===== src/design/rc_channel_frame_packer_macros.svh =====
// Assertion macros used by the frame packer top-level design file.
`ifndef RC_CHANNEL_FRAME_PACKER_MACROS_SVH
`define RC_CHANNEL_FRAME_PACKER_MACROS_SVH

// Same-cycle implication, sampled on the rising clock edge, off during reset.
`define RCFP_ASSERT_NOW(label, ante, cons, msg) \
  label: assert property (@(posedge clk_i) disable iff (!rst_ni) (ante) |-> (cons)) \
    else $error(msg);

// Next-cycle implication, sampled on the rising clock edge, off during reset.
`define RCFP_ASSERT_NEXT(label, ante, cons, msg) \
  label: assert property (@(posedge clk_i) disable iff (!rst_ni) (ante) |=> (cons)) \
    else $error(msg);

`endif


===== src/design/rcfp_pkg.sv =====
// Package with the types, constants and CRC function of the frame packer.
package rcfp_pkg;

  localparam int unsigned UsWidth       = 16;
  localparam int unsigned TickWidth     = 11;
  localparam int unsigned ByteWidth     = 8;
  localparam int unsigned ChanIdxWidth  = 4;
  localparam int unsigned ResBitsWidth  = 7;
  localparam int unsigned ResCntWidth   = 3;
  localparam int unsigned BufDepth      = 4;
  localparam int unsigned BufPtrWidth   = 2;
  localparam int unsigned BufCntWidth   = 3;

  localparam logic [ByteWidth-1:0]    AddrReset   = 8'hC8;
  localparam logic [ByteWidth-1:0]    FrameLength = 8'd24;
  localparam logic [ByteWidth-1:0]    FrameType   = 8'h16;
  localparam logic [ByteWidth-1:0]    CrcPoly     = 8'hD5;
  localparam logic [ChanIdxWidth-1:0] FirstChan   = 4'd0;
  localparam logic [ChanIdxWidth-1:0] LastChan    = 4'd15;

  // Pulse width centre and tick centre of the conversion.
  localparam logic [UsWidth:0]     UsCentre   = 17'd1500;
  localparam logic [TickWidth-1:0] TickCentre = 11'd992;
  // ceil(2^21 / 5): exact quotient by five for magnitudes below 699050.
  localparam int unsigned          RecipShift = 21;
  localparam logic [18:0]          RecipFive  = 19'd419431;

  // One byte of the outgoing stream with its framing flags.
  typedef struct packed {
    logic [ByteWidth-1:0] data;
    logic                 end_of_item;
    logic                 end_of_frame;
  } entry_t;

  // CRC-8, polynomial 0xD5, MSB first, over one byte.
  function automatic logic [ByteWidth-1:0] crc_update(input logic [ByteWidth-1:0] crc,
                                                      input logic [ByteWidth-1:0] data);
    logic [ByteWidth-1:0] c;
    c = crc ^ data;
    for (int i = 0; i < 8; i++) begin
      if (c[7]) begin
        c = {c[6:0], 1'b0} ^ CrcPoly;
      end else begin
        c = {c[6:0], 1'b0};
      end
    end
    return c;
  endfunction

  // CRC after the type byte, the start value for the payload of every frame.
  localparam logic [ByteWidth-1:0] CrcAfterType = crc_update(8'h00, FrameType);

endpackage


===== src/design/rcfp_intf.sv =====
// Handshake interfaces for the channel, byte and configuration ports.
interface rcfp_chan_if import rcfp_pkg::*; ();
  logic               valid;
  logic               ready;
  logic [UsWidth-1:0] channel_us;
  modport source (output valid, output channel_us, input ready);
  modport sink (input valid, input channel_us, output ready);
endinterface

interface rcfp_byte_if import rcfp_pkg::*; ();
  logic                 valid;
  logic                 ready;
  logic [ByteWidth-1:0] out_byte;
  logic                 end_of_item;
  logic                 end_of_frame;
  modport source (output valid, output out_byte, output end_of_item, output end_of_frame,
                  input ready);
  modport sink (input valid, input out_byte, input end_of_item, input end_of_frame,
                output ready);
endinterface

interface rcfp_cfg_if import rcfp_pkg::*; ();
  logic                 valid;
  logic                 ready;
  logic [ByteWidth-1:0] frame_address;
  modport source (output valid, output frame_address, input ready);
  modport sink (input valid, input frame_address, output ready);
endinterface


===== src/design/rc_channel_frame_packer.sv =====
// Top level of the radio-control channel frame packer.
// A channel request passes stages A, B and C before its first byte is shown.
// Throughput: one byte per cycle on the output port while it is ready. A request causes
// four bytes for channel 1, three for channel 16 and one or two otherwise, so a frame
// of 16 requests gives 26 bytes.
// Reset clears all control state and sets the frame address to 0xC8 at once.
`include "rc_channel_frame_packer_macros.svh"

module rc_channel_frame_packer
  import rcfp_pkg::*;
(
  input  logic       clk_i,
  input  logic       rst_ni,
  rcfp_chan_if.sink  chan_i,
  rcfp_cfg_if.sink   cfg_i,
  rcfp_byte_if.source byte_o
);

  // The design is a three-stage pipeline. Stage A registers the raw pulse width.
  // Stage B holds the 11-bit tick value, produced by one reciprocal multiplication.
  // Stage C is a four-entry byte buffer: a tick value is packed, the CRC is advanced
  // and all bytes it causes are written at once, then drained one per cycle while
  // the output is ready. Stage C reloads in the same cycle that its last byte is taken,
  // so the output never idles while requests are waiting.

  // Configuration register, always ready. Users write it only while idle; unenforced.
  logic [ByteWidth-1:0] addr_q;

  assign cfg_i.ready = 1'b1;

  always_ff @(posedge clk_i or negedge rst_ni) begin
    if (!rst_ni) begin
      addr_q <= AddrReset;
    end else if (cfg_i.valid) begin
      addr_q <= cfg_i.frame_address;
    end
  end

  // Handshake control of the three stages.
  logic                   a_valid_q, b_valid_q;
  logic [BufCntWidth-1:0] cnt_q;
  logic [BufPtrWidth-1:0] rd_ptr_q;
  logic                   take, c_free, c_load, b_free, a_move, a_free, in_take;

  assign take    = (cnt_q != '0) && byte_o.ready;
  assign c_free  = (cnt_q == '0) || ((cnt_q == BufCntWidth'(1)) && byte_o.ready);
  assign c_load  = b_valid_q && c_free;
  assign b_free  = !b_valid_q || c_free;
  assign a_move  = a_valid_q && b_free;
  assign a_free  = !a_valid_q || b_free;
  assign in_take = chan_i.valid && a_free;

  assign chan_i.ready = a_free;

  // Stage A: raw pulse width.
  logic [UsWidth-1:0] us_q;

  always_ff @(posedge clk_i or negedge rst_ni) begin
    if (!rst_ni) begin
      a_valid_q <= 1'b0;
    end else if (in_take) begin
      a_valid_q <= 1'b1;
    end else if (a_move) begin
      a_valid_q <= 1'b0;
    end
  end

  always_ff @(posedge clk_i) begin
    if (in_take) begin
      us_q <= chan_i.channel_us;
    end
  end

  // Tick conversion: ((us - 1500) * 8) / 5 + 992, quotient truncated toward zero.
  // The division runs on the magnitude and the sign is put back afterwards, which
  // gives truncation toward zero. Only the low 11 bits are kept, so they wrap.
  logic [UsWidth:0]       diff;
  logic                   diff_neg;
  logic [UsWidth-1:0]     diff_mag;
  logic [18:0]            scaled;
  logic [37:0]            prod;
  logic [TickWidth-1:0]   quot;
  logic [TickWidth-1:0]   ticks_d;

  always_comb begin
    diff     = {1'b0, us_q} - UsCentre;
    diff_neg = diff[UsWidth];
    diff_mag = diff_neg ? UsWidth'(-diff) : diff[UsWidth-1:0];
    scaled   = {diff_mag, 3'b000};
    prod     = 38'(scaled) * 38'(RecipFive);
    quot     = prod[RecipShift+TickWidth-1:RecipShift];
    ticks_d  = (diff_neg ? TickWidth'(-quot) : quot) + TickCentre;
  end

  // Stage B: tick value.
  logic [TickWidth-1:0] ticks_q;

  always_ff @(posedge clk_i or negedge rst_ni) begin
    if (!rst_ni) begin
      b_valid_q <= 1'b0;
    end else if (b_free) begin
      b_valid_q <= a_valid_q;
    end
  end

  always_ff @(posedge clk_i) begin
    if (a_move) begin
      ticks_q <= ticks_d;
    end
  end

  // Frame state carried from one channel to the next.
  logic [ChanIdxWidth-1:0] chan_idx_q;
  logic [ResBitsWidth-1:0] res_bits_q;
  logic [ResCntWidth-1:0]  res_cnt_q;
  logic [ByteWidth-1:0]    crc_q;

  // Packing of one tick value. At most 18 bits are pending, so one or two whole
  // payload bytes leave and at most seven bits stay behind.
  logic                    first, last, two_bytes;
  logic [ResBitsWidth-1:0] rb;
  logic [ResCntWidth-1:0]  rc;
  logic [17:0]             acc;
  logic [4:0]              nbits;
  logic [ByteWidth-1:0]    p0, p1, crc_base, crc_one, crc_two, crc_d;
  logic [ResBitsWidth-1:0] res_bits_d;
  logic [ResCntWidth-1:0]  res_cnt_d;
  entry_t                  ent_d [BufDepth];
  logic [BufCntWidth-1:0]  n_d;

  always_comb begin
    first     = (chan_idx_q == FirstChan);
    last      = (chan_idx_q == LastChan);
    rb        = first ? '0 : res_bits_q;
    rc        = first ? '0 : res_cnt_q;
    acc       = 18'(rb) | (18'(ticks_q) << rc);
    nbits     = 5'(rc) + 5'(TickWidth);
    two_bytes = nbits[4];
    p0        = acc[7:0];
    p1        = acc[15:8];
    crc_base  = first ? CrcAfterType : crc_q;
    crc_one   = crc_update(crc_base, p0);
    crc_two   = crc_update(crc_one, p1);
    crc_d     = two_bytes ? crc_two : crc_one;
    if (two_bytes) begin
      res_bits_d = ResBitsWidth'(acc[17:16]);
      res_cnt_d  = ResCntWidth'(nbits - 5'd16);
    end else begin
      res_bits_d = acc[14:8];
      res_cnt_d  = ResCntWidth'(nbits - 5'd8);
    end

    for (int i = 0; i < BufDepth; i++) begin
      ent_d[i] = '{data: '0, end_of_item: 1'b0, end_of_frame: 1'b0};
    end

    if (first) begin
      // The first channel of a frame never holds two whole bytes, nor the CRC.
      ent_d[0] = '{data: addr_q,      end_of_item: 1'b0, end_of_frame: 1'b0};
      ent_d[1] = '{data: FrameLength, end_of_item: 1'b0, end_of_frame: 1'b0};
      ent_d[2] = '{data: FrameType,   end_of_item: 1'b0, end_of_frame: 1'b0};
      ent_d[3] = '{data: p0,          end_of_item: 1'b1, end_of_frame: 1'b0};
      n_d      = BufCntWidth'(4);
    end else if (two_bytes) begin
      ent_d[0] = '{data: p0, end_of_item: 1'b0,  end_of_frame: 1'b0};
      ent_d[1] = '{data: p1, end_of_item: !last, end_of_frame: 1'b0};
      ent_d[2] = '{data: crc_d, end_of_item: 1'b1, end_of_frame: 1'b1};
      n_d      = last ? BufCntWidth'(3) : BufCntWidth'(2);
    end else begin
      ent_d[0] = '{data: p0,    end_of_item: !last, end_of_frame: 1'b0};
      ent_d[1] = '{data: crc_d, end_of_item: 1'b1,  end_of_frame: 1'b1};
      n_d      = last ? BufCntWidth'(2) : BufCntWidth'(1);
    end
  end

  always_ff @(posedge clk_i or negedge rst_ni) begin
    if (!rst_ni) begin
      chan_idx_q <= '0;
      res_bits_q <= '0;
      res_cnt_q  <= '0;
      crc_q      <= '0;
    end else if (c_load) begin
      chan_idx_q <= last ? FirstChan : chan_idx_q + ChanIdxWidth'(1);
      res_bits_q <= last ? '0 : res_bits_d;
      res_cnt_q  <= last ? '0 : res_cnt_d;
      crc_q      <= crc_d;
    end
  end

  // Stage C: byte buffer, drained in order by the read pointer.
  entry_t buf_q [BufDepth];

  always_ff @(posedge clk_i or negedge rst_ni) begin
    if (!rst_ni) begin
      cnt_q    <= '0;
      rd_ptr_q <= '0;
    end else if (c_load) begin
      cnt_q    <= n_d;
      rd_ptr_q <= '0;
    end else if (take) begin
      cnt_q    <= cnt_q - BufCntWidth'(1);
      rd_ptr_q <= rd_ptr_q + BufPtrWidth'(1);
    end
  end

  always_ff @(posedge clk_i) begin
    if (c_load) begin
      buf_q <= ent_d;
    end
  end

  assign byte_o.valid        = (cnt_q != '0);
  assign byte_o.out_byte     = buf_q[rd_ptr_q].data;
  assign byte_o.end_of_item  = buf_q[rd_ptr_q].end_of_item;
  assign byte_o.end_of_frame = buf_q[rd_ptr_q].end_of_frame;

  `RCFP_ASSERT_NEXT(a_hdr_load, c_load && first, (cnt_q == BufCntWidth'(4)) && (rd_ptr_q == '0), "header load must fill all four buffer entries")
  `RCFP_ASSERT_NEXT(a_last_load, c_load && last, (chan_idx_q == FirstChan) && (cnt_q == BufCntWidth'(3)), "closing channel must end with three bytes and restart the frame")
  `RCFP_ASSERT_NEXT(a_b_hold, b_valid_q && !c_free, b_valid_q && $stable(ticks_q), "stalled tick value must be held")
  `RCFP_ASSERT_NOW(a_cnt_range, 1'b1, cnt_q <= BufCntWidth'(BufDepth), "buffer count beyond depth")

endmodule

===== src/flat_wrapper.sv =====
// flat-port wrapper written by rule: the top's interface ports become plain ports
module rc_channel_frame_packer_flat import rcfp_pkg::*;
  (clk_i, rst_ni, chan_i_valid, chan_i_channel_us, chan_i_ready, cfg_i_valid, cfg_i_frame_address, cfg_i_ready, byte_o_valid, byte_o_out_byte, byte_o_end_of_item, byte_o_end_of_frame, byte_o_ready);
  rcfp_chan_if chan_i_i ();
  rcfp_cfg_if cfg_i_i ();
  rcfp_byte_if byte_o_i ();
  input  logic clk_i;
  input  logic rst_ni;
  input wire logic [$bits(chan_i_i.valid)-1:0] chan_i_valid;
  input wire logic [$bits(chan_i_i.channel_us)-1:0] chan_i_channel_us;
  output wire logic [$bits(chan_i_i.ready)-1:0] chan_i_ready;
  input wire logic [$bits(cfg_i_i.valid)-1:0] cfg_i_valid;
  input wire logic [$bits(cfg_i_i.frame_address)-1:0] cfg_i_frame_address;
  output wire logic [$bits(cfg_i_i.ready)-1:0] cfg_i_ready;
  output wire logic [$bits(byte_o_i.valid)-1:0] byte_o_valid;
  output wire logic [$bits(byte_o_i.out_byte)-1:0] byte_o_out_byte;
  output wire logic [$bits(byte_o_i.end_of_item)-1:0] byte_o_end_of_item;
  output wire logic [$bits(byte_o_i.end_of_frame)-1:0] byte_o_end_of_frame;
  input wire logic [$bits(byte_o_i.ready)-1:0] byte_o_ready;
  assign chan_i_i.valid = chan_i_valid;
  assign chan_i_i.channel_us = chan_i_channel_us;
  assign chan_i_ready = chan_i_i.ready;
  assign cfg_i_i.valid = cfg_i_valid;
  assign cfg_i_i.frame_address = cfg_i_frame_address;
  assign cfg_i_ready = cfg_i_i.ready;
  assign byte_o_valid = byte_o_i.valid;
  assign byte_o_out_byte = byte_o_i.out_byte;
  assign byte_o_end_of_item = byte_o_i.end_of_item;
  assign byte_o_end_of_frame = byte_o_i.end_of_frame;
  assign byte_o_i.ready = byte_o_ready;
  rc_channel_frame_packer u_core (.clk_i(clk_i), .rst_ni(rst_ni), .chan_i(chan_i_i), .cfg_i(cfg_i_i), .byte_o(byte_o_i));
endmodule

===== config.mk =====
export PLATFORM = sky130hd
export DESIGN_NAME = rc_channel_frame_packer_flat
export DESIGN_NICKNAME = d
export VERILOG_FILES = /design/src/design/rcfp_pkg.sv /design/src/design/rcfp_intf.sv /design/src/design/rc_channel_frame_packer.sv /design/src/flat_wrapper.sv
export VERILOG_INCLUDE_DIRS = /design/src /design/src/design
export SDC_FILE = /design/constraint.sdc
export NUM_CORES = 1
export LEC_CHECK = 0
export ABC_AREA = 1
export BUFFER_PORTS_ARGS = -buffer_cell sky130_fd_sc_hd__buf_2
export CELL_PAD_IN_SITES_DETAIL_PLACEMENT = 0
export CELL_PAD_IN_SITES_GLOBAL_PLACEMENT = 1
export CORE_AREA = 2 2 170 172
export CTS_CLUSTER_DIAMETER = 200
export DETAILED_ROUTE_END_ITERATION = 16
export DIE_AREA = 0 0 172 174
export PLACE_DENSITY_LB_ADDON = 0.1
export SYNTH_ARGS = -nofsm -noshare
export SYNTH_HDL_FRONTEND = slang
export SYNTH_SLANG_ARGS = --single-unit

===== constraint.sdc =====
create_clock -name clk_i -period 9.8 [get_ports clk_i]
set_input_delay 0 -clock clk_i [delete_from_list [all_inputs] [get_ports clk_i]]
set_output_delay 0 -clock clk_i [all_outputs]
set_load 0.05 [all_outputs]

==> results of run 1 <==
-- critical path, delay by kind of cell (launching register included) --
family | cells | cell delay, ns
compound gates | 5 | 1.15
xor+xnor | 3 | 0.86
fa+ha+maj | 8 | 3.59
buf+inv | 4 | 0.40
flops | 1 | 0.43
simple gates | 16 | 1.74
-- logic make-up after synthesis --
kind of cell             after synthesis  share of synthesized area [%]
other                                  1                        0.03384
AND/OR/NAND/NOR                      555                          24.15
buffers and inverters                296                          10.49
AO/OA/AOI/OAI                        153                          7.768
XOR/XNOR                              58                          4.652
flip-flops                           101                          25.73
adder cells (fa/ha/maj)              191                          26.98
multiplexers                           2                         0.1919
-- final cells by class --
type	instances	area share, %
clock buffer	10	1.861
timing repair buffer	81	4.822
multi-input combinational	960	57.52
clock inverter	6	0.4781
sequential	101	23.18
inverter	269	8.229
tap	384	3.906
-- cell usage in the layout, fill, tap and decap left out, types with 2 or more instances in the layout --
master	synthesis	layout
a21o_1	2	2
a21oi_1	38	38
a221oi_1	2	2
a31oi_1	6	6
buf_2	3	40
buf_4	4	7
clkbuf_16	0	9
clkinv_1	3	3
clkinv_4	0	2
dfrtp_1	34	34
dfstp_2	3	3
dlygate4sd3_1	0	34
edfxtp_1	64	64
fa_1	80	80
ha_1	111	111
inv_1	254	254
inv_2	11	11
nand2_1	259	259
nand2_2	22	22
nand2_4	17	17
nand3_1	120	120
nand3_2	24	24
nand4_1	17	17
nor2_1	75	74
nor3_1	9	9
nor4_1	2	2
o211ai_1	5	5
o21ai_0	74	74
o21bai_1	3	3
o22ai_1	12	12
or2_2	4	4
xnor2_1	21	21
xor2_1	36	36
-- sequential cells by signal (all words and copies together), names as in the netlist --
signal             cells
u_core.a_valid_q       1
u_core.addr_q          8
u_core.b_valid_q       1
u_core.buf_q          37
u_core.chan_idx_q      4
u_core.cnt_q           3
u_core.crc_q           8
u_core.rd_ptr_q        2
u_core.res_bits_q      7
u_core.res_cnt_q       3
u_core.ticks_q        11
u_core.us_q           16
-- worst max path at each step --
| stage | from | end | slack (ns) | cells past startpoint |
|---|---|---|---|---|
| 2_1_floorplan | u_core.us_q[2] | u_core.ticks_q[10] | 1.97 | 36 |
| 3_3_place_gp | u_core.us_q[2] | u_core.ticks_q[10] | 1.32 | 36 |
| 3_5_place_dp | u_core.us_q[2] | u_core.ticks_q[10] | 1.19 | 36 |
| 4_1_cts | u_core.us_q[2] | u_core.ticks_q[10] | 1.19 | 36 |
| 5_1_grt | u_core.us_q[2] | u_core.ticks_q[10] | 0.50 | 39 |
| 6_report | u_core.us_q[2] | u_core.ticks_q[10] | 1.35 | 36 |
-- layer usage --
| layer | wire (um) | up-vias | share of wire, % | global-route usage [%] |
|---|---|---|---|---|
| li1 | - | 4492 | - | - |
| met1 | 12450 | 4101 | 44 | 24.77 |
| met2 | 14870 | 129 | 52 | 36.83 |
| met3 | 602 | 23 | 2.1 | 2.049 |
| met4 | 533 | 0 | 1.9 | 4.692 |
| met5 | 0 | - | 0 | 0 |
-- stage by stage --
step	setup WS [ns]	instances
finish	1.351	1811
global route	0.5041	1811
floorplan	1.967	1357
CTS	1.185	1811
detailed placement	1.190	1761
global placement	1.317	1761
==> summary.md, run 1 <==
| Metric | Value |
|---|---|
| RSZ-0062 raised after global routing | no |
| Clk pin slew, worst setup/hold paths | 0.08 ns |
| Congestion Overflow GR | 0 |
| Setup Total Neg Slack | 0 ns |
| Register area share after synthesis | about a quarter |
| Worst hold path class | in2reg |
| Share of the synthesized area in the top cell type | roughly 17% |
| Via count | 8745 |
| Row Count | 62 |
| Fin crit share | 86.22% |
| Result of the run | completed |
| Largest net degree at the start of global routing | 57 |
| Post-cts sizing count | 0 |
| Final Util | a little over two fifths |
| R2R depth | 36 |
| Die Y | 174 um |
| CTS tree | yes |
| Max-cap violations | 0 |
| First-pass GRT wire length | between 40000 and 50000 um |
| Clk buf depth | 2 |
| Final nets | ~1600 |
| Number of synthesized flops with an enable pin | 64 |
| Routed WL per cell | 15.72 um |
| Core Area | roughly 0.028 mm^2 |
| Max_slew headroom | 35.82% |
| Critical Path RT | 9.91 ns |
| Final wirelength | 28460 um |
| Share of cells above drive strength 1 | 10.72% |
| Cell count after synthesis | 1357 |
| Reg2reg start | u_core.us_q[2] |
| H-tree level count | 3 |
| Final clock skew | 0.01464 ns |
| Placed instance area | 0.01167 mm^2 |
| Initial antenna violation count | 0 |
| Final setup viols | 0 |
| Starting Density | 39.25% |
| Most common cell in the netlist | nand2_1 |
| WHS Endpoint | u_core.addr_q[1] |
| Max Freq | around 120 MHz |
| Final hold vios | 0 |
| WS Path Type | reg2reg |
| Post-Syn Area | 0.01108 mm^2 |
| Element type at the critical path end | register |
| Detailed Route Iter0 Violations | 399 |
| Worst hold margin | 0.02003 ns |
| Die area | between 0.02 and 0.03 mm^2 |
| Drt drc | 0 |
| Reg area | 0.002851 mm^2 |
| Critical-path top delay cell | fa_1 |
| Post-synth top cells | nand2_1, inv_1, nand3_1 |
| Port Buf Inserts | 40 |
| Leading area contributor after synthesis | edfxtp_1 |
| Post-synth ARST share | between 30% and 40% |
| Syn-to-layout area delta | 11.00% |
| Worst Tran Pin Value | 0.9526 ns |
| Clock sink count | 101 |
| Slowest cell delay on critical path | 0.57 ns |
| Hold path depth | 2 |
| Post-DP HPWL | about 23000 um |
| Reg-to-reg slack, setup | 1.35 ns |
| Synth Flop Type | edfxtp_1 |
| # diodes | 0 |
| Pre-Repair DR Iteration Count | 6 |
| R2R Path End | u_core.ticks_q[10] |
| Root buffer cell | clkbuf_16 |
| Post-CTS Setup Bufs | 0 |
| Synth Area per Inst | 8.166 um^2 |
| Distinct cells, synth | 55 |
| Hold_buf cts | 34 |
| Vias in the first global route | between 8000 and 9000 |
| Final antenna-violating net count | 0 |
| Number of vias per cell | a little under 5 |
| HP Start | cfg_i_valid |
| Post-Layout Inst Area | 0.01230 mm^2 |
| Global placer's final weighted congestion | ~0.86 |
| Ys Warns | 0 |
| Critical Path AT | 8.55 ns |
| Total Routing Usage GR | around 20% |
| Layout fillers | 2927 |
| Chip Width | 172 um |
| Tmin final | about 8.4 ns |
| Multi-input gate area | 0.007076 mm^2 |
| TritonCTS buffer count | 9 |
| Final Max Slew Viols | 0 |
| Post-Syn Nets | 1577 |
| Top post-synthesis cells by area | edfxtp_1, fa_1, ha_1 |
| I/O Pins | between 40 and 50 |
| Crit-path most repeated cell | nand2_1 |
| Crit Path Max Fanout | 6 |
| Yosys reg bits | around 100 |
| Skew-Pair Late Insertion Delay | 0.36 ns |
| Critical Path Start Type | register |
Power of run 1 is left out: the tool's default activity adds up to more than one toggle a clock period on the data nets, which glitch-free logic cannot reach.
==> run 2, diff against run 1 <==
--- a/config.mk
+++ b/config.mk
@@ -10,10 +10,10 @@
 export BUFFER_PORTS_ARGS = -buffer_cell sky130_fd_sc_hd__buf_2
 export CELL_PAD_IN_SITES_DETAIL_PLACEMENT = 0
 export CELL_PAD_IN_SITES_GLOBAL_PLACEMENT = 1
-export CORE_AREA = 2 2 170 172
+export CORE_AREA = 2 2 152 192
 export CTS_CLUSTER_DIAMETER = 200
 export DETAILED_ROUTE_END_ITERATION = 16
-export DIE_AREA = 0 0 172 174
+export DIE_AREA = 0 0 154 194
 export PLACE_DENSITY_LB_ADDON = 0.1
 export SYNTH_ARGS = -nofsm -noshare
 export SYNTH_HDL_FRONTEND = slang
==> run 2 against run 1 <==
- the flow now finishes with violations (hold timing)
- global-route usage is 0.37 points higher
- non-clock buffer count is 3 lower
- via count hardly changed
- sequential cell count stayed put
- worst setup slack worse by 0.20 ns
- clock skew is 0.0026 ns lower
- critical path depth is 1 lower
- core utilization is 0.13 points higher
- cell area is 0.33% lower
- clock-buffer cell count stayed put
- critical endpoint unchanged
- largest cell class unchanged
- highest routed layer unchanged
==> summary.md, run 2 (synthesis results as in run 1) <==
| Metric | Value |
|---|---|
| I/O Pins | 42 (unchanged) |
| H-tree level count | 3 (unchanged) |
| Result of the run | complete, but fails checks |
| Detailed Route Iter0 Violations | 405 (+1.5%) |
| Via count | 8751 (+0.069%) |
| Slowest cell delay on critical path | 0.62 ns (+0.05 ns) |
| Largest Register | u_core.buf_q |
| Failing checks | hold timing |
| Most frequent cells in the layout | nand2_1, inv_1, nand3_1 |
| Max Freq | 115.6 MHz (-2.4%) |
| Critical Path Start Type | register |
| Routed WL per cell | 16.45 um (+4.7%) |
| Commonest non-fill, non-tap cell in the layout | nand2_1 |
| Final worst slack | 1.147 ns (-0.2040 ns) |
| Hold_buf cts | 33 (-2.9%) |
| Final Max Slew Viols | 0 (unchanged) |
| Total Routing Usage GR | 20.32% (+0.37 points) |
| First-pass GRT wire length | 47100 um (+1.5%) |
| WS Path Type | reg2reg |
| Setup Total Neg Slack | 0 ns (unchanged) |
| Worst hold path class | in2reg |
| Global placer's final weighted congestion | 0.8395 (-2.9%) |
| Final antenna-violating net count | 0 (unchanged) |
| Worst Tran Pin Value | 0.9607 ns (+0.008099 ns) |
| Post-cts sizing count | 0 (unchanged) |
| Core Area | 0.02806 mm^2 (-0.63%) |
| Clock sink count | 101 (unchanged) |
| Max-cap violations | 0 (unchanged) |
| Multi-input gate area | 0.007076 mm^2 (unchanged) |
| Max FFs per register | 37 (unchanged) |
| Max_slew headroom | 35.27% (-0.55 points) |
| Die Y | 194 um (+11%) |
| Starting Density | 39.50% (+0.25 points) |
| Row Count | 69 (+11%) |
| Crit Path Max Fanout | 13 (+7) |
| Clk pin slew, worst setup/hold paths | 0.08 ns (about the same) |
| Drt drc | 0 (unchanged) |
| Final setup viols | 0 (unchanged) |
| Critical Path AT | 8.77 ns (+0.22 ns) |
| Final hold vios | 1 (+1) |
| Final wirelength | 29270 um (+2.8%) |
| Regs by FF count | u_core.buf_q x37, u_core.us_q x16, u_core.ticks_q x11 |
| Syn-to-layout area delta | 10.62% |
| Critical-path top delay cell | fa_1 |
| Post-CTS Setup Bufs | 0 (unchanged) |
| Congestion Overflow GR | 0 (unchanged) |
| Post-DP HPWL | 24500 um (+5.1%) |
| Critical Path RT | 9.92 ns (about the same) |
| # diodes | 0 (unchanged) |
| Final Util | 43.69% (+0.13 points) |
| Chip Width | 154 um (-10%) |
| Final clock skew | 0.01207 ns (-0.002571 ns) |
| Root buffer cell | clkbuf_16 |
| Tmin final | 8.653 ns (+0.2040 ns) |
| Skew-Pair Late Insertion Delay | 0.37 ns (about the same) |
| TritonCTS buffer count | 9 (unchanged) |
| Crit-path most repeated cell | nand2_1 |
| Fin crit share | 88.30% (+2.1 points) |
| Layout fillers | 2857 (-2.4%) |
| Share of cells above drive strength 1 | 10.60% (-0.12 points) |
| Die area | 0.02988 mm^2 (-0.17%) |
| RSZ-0062 raised after global routing | no |
| Largest net degree at the start of global routing | 57 (unchanged) |
| Element type at the critical path end | register |
| Vias in the first global route | 9015 (+0.51%) |
| Port Buf Inserts | 40 (unchanged) |
| CTS tree | yes |
| Initial antenna violation count | 0 (unchanged) |
| Reg area | 0.002851 mm^2 (unchanged) |
| Number of vias per cell | 4.919 (+1.9%) |
| Final nets | 1639 (-0.18%) |
| Worst hold margin | -0.002271 ns (-0.02230 ns) |
| Clk buf depth | 2 (unchanged) |
| Pre-CTS setup slack | 1.070 ns (-0.1203 ns) |
| Pre-Repair DR Iteration Count | 5 (-1) |
[run 2: area by class of cell]
class                      count  area share, %
inverter                     269          8.257
clock buffer                  10          1.868
sequential                   101          23.26
clock inverter                 6         0.6430
multi-input combinational    960          57.72
tap                          355          3.623
timing repair buffer          78          4.634
[run 2: metrics by stage]
stage,std cells,area [um^2]
floorplan,1357,11080
global placement,1730,11620
detailed placement,1730,11620
CTS,1779,12260
global route,1779,12260
finish,1779,12260
[run 2: critical path: cells and delay by family (launching register included)]
kind | cells | cell delay (ns)
compound gates | 3 | 0.69
fa+ha+maj | 9 | 3.82
flops | 1 | 0.42
buf+inv | 6 | 0.58
xor+xnor | 4 | 1.05
simple gates | 13 | 1.86
[run 2: layer usage]
| metal | vias up | track usage (%) | wire (um) |
|---|---|---|---|
| li1 | 4485 | - | - |
| met5 | - | 0 | 0 |
| met2 | 103 | 39.74 | 16020 |
| met3 | 37 | 1.721 | 562 |
| met4 | 0 | 7.373 | 916 |
| met1 | 4126 | 22.62 | 11770 |
[run 2: worst paths after layout]
kind	from	to	slack [ns]	depth (start not counted)
setup / recovery	u_core.us_q[2]	u_core.ticks_q[10]	1.15	35
hold / removal	chan_i_valid	u_core.a_valid_q	-0.002	3
setup reg to reg	u_core.us_q[2]	u_core.ticks_q[10]	1.15	35
hold reg to reg	u_core.crc_q[0]	u_core.crc_q[0]	0.48	2
max in group asynchronous	rst_ni	u_core.crc_q[3]	8.90	2
min in group asynchronous	rst_ni	u_core.cnt_q[1]	0.30	2
Power of run 2 is left out for the same reason.
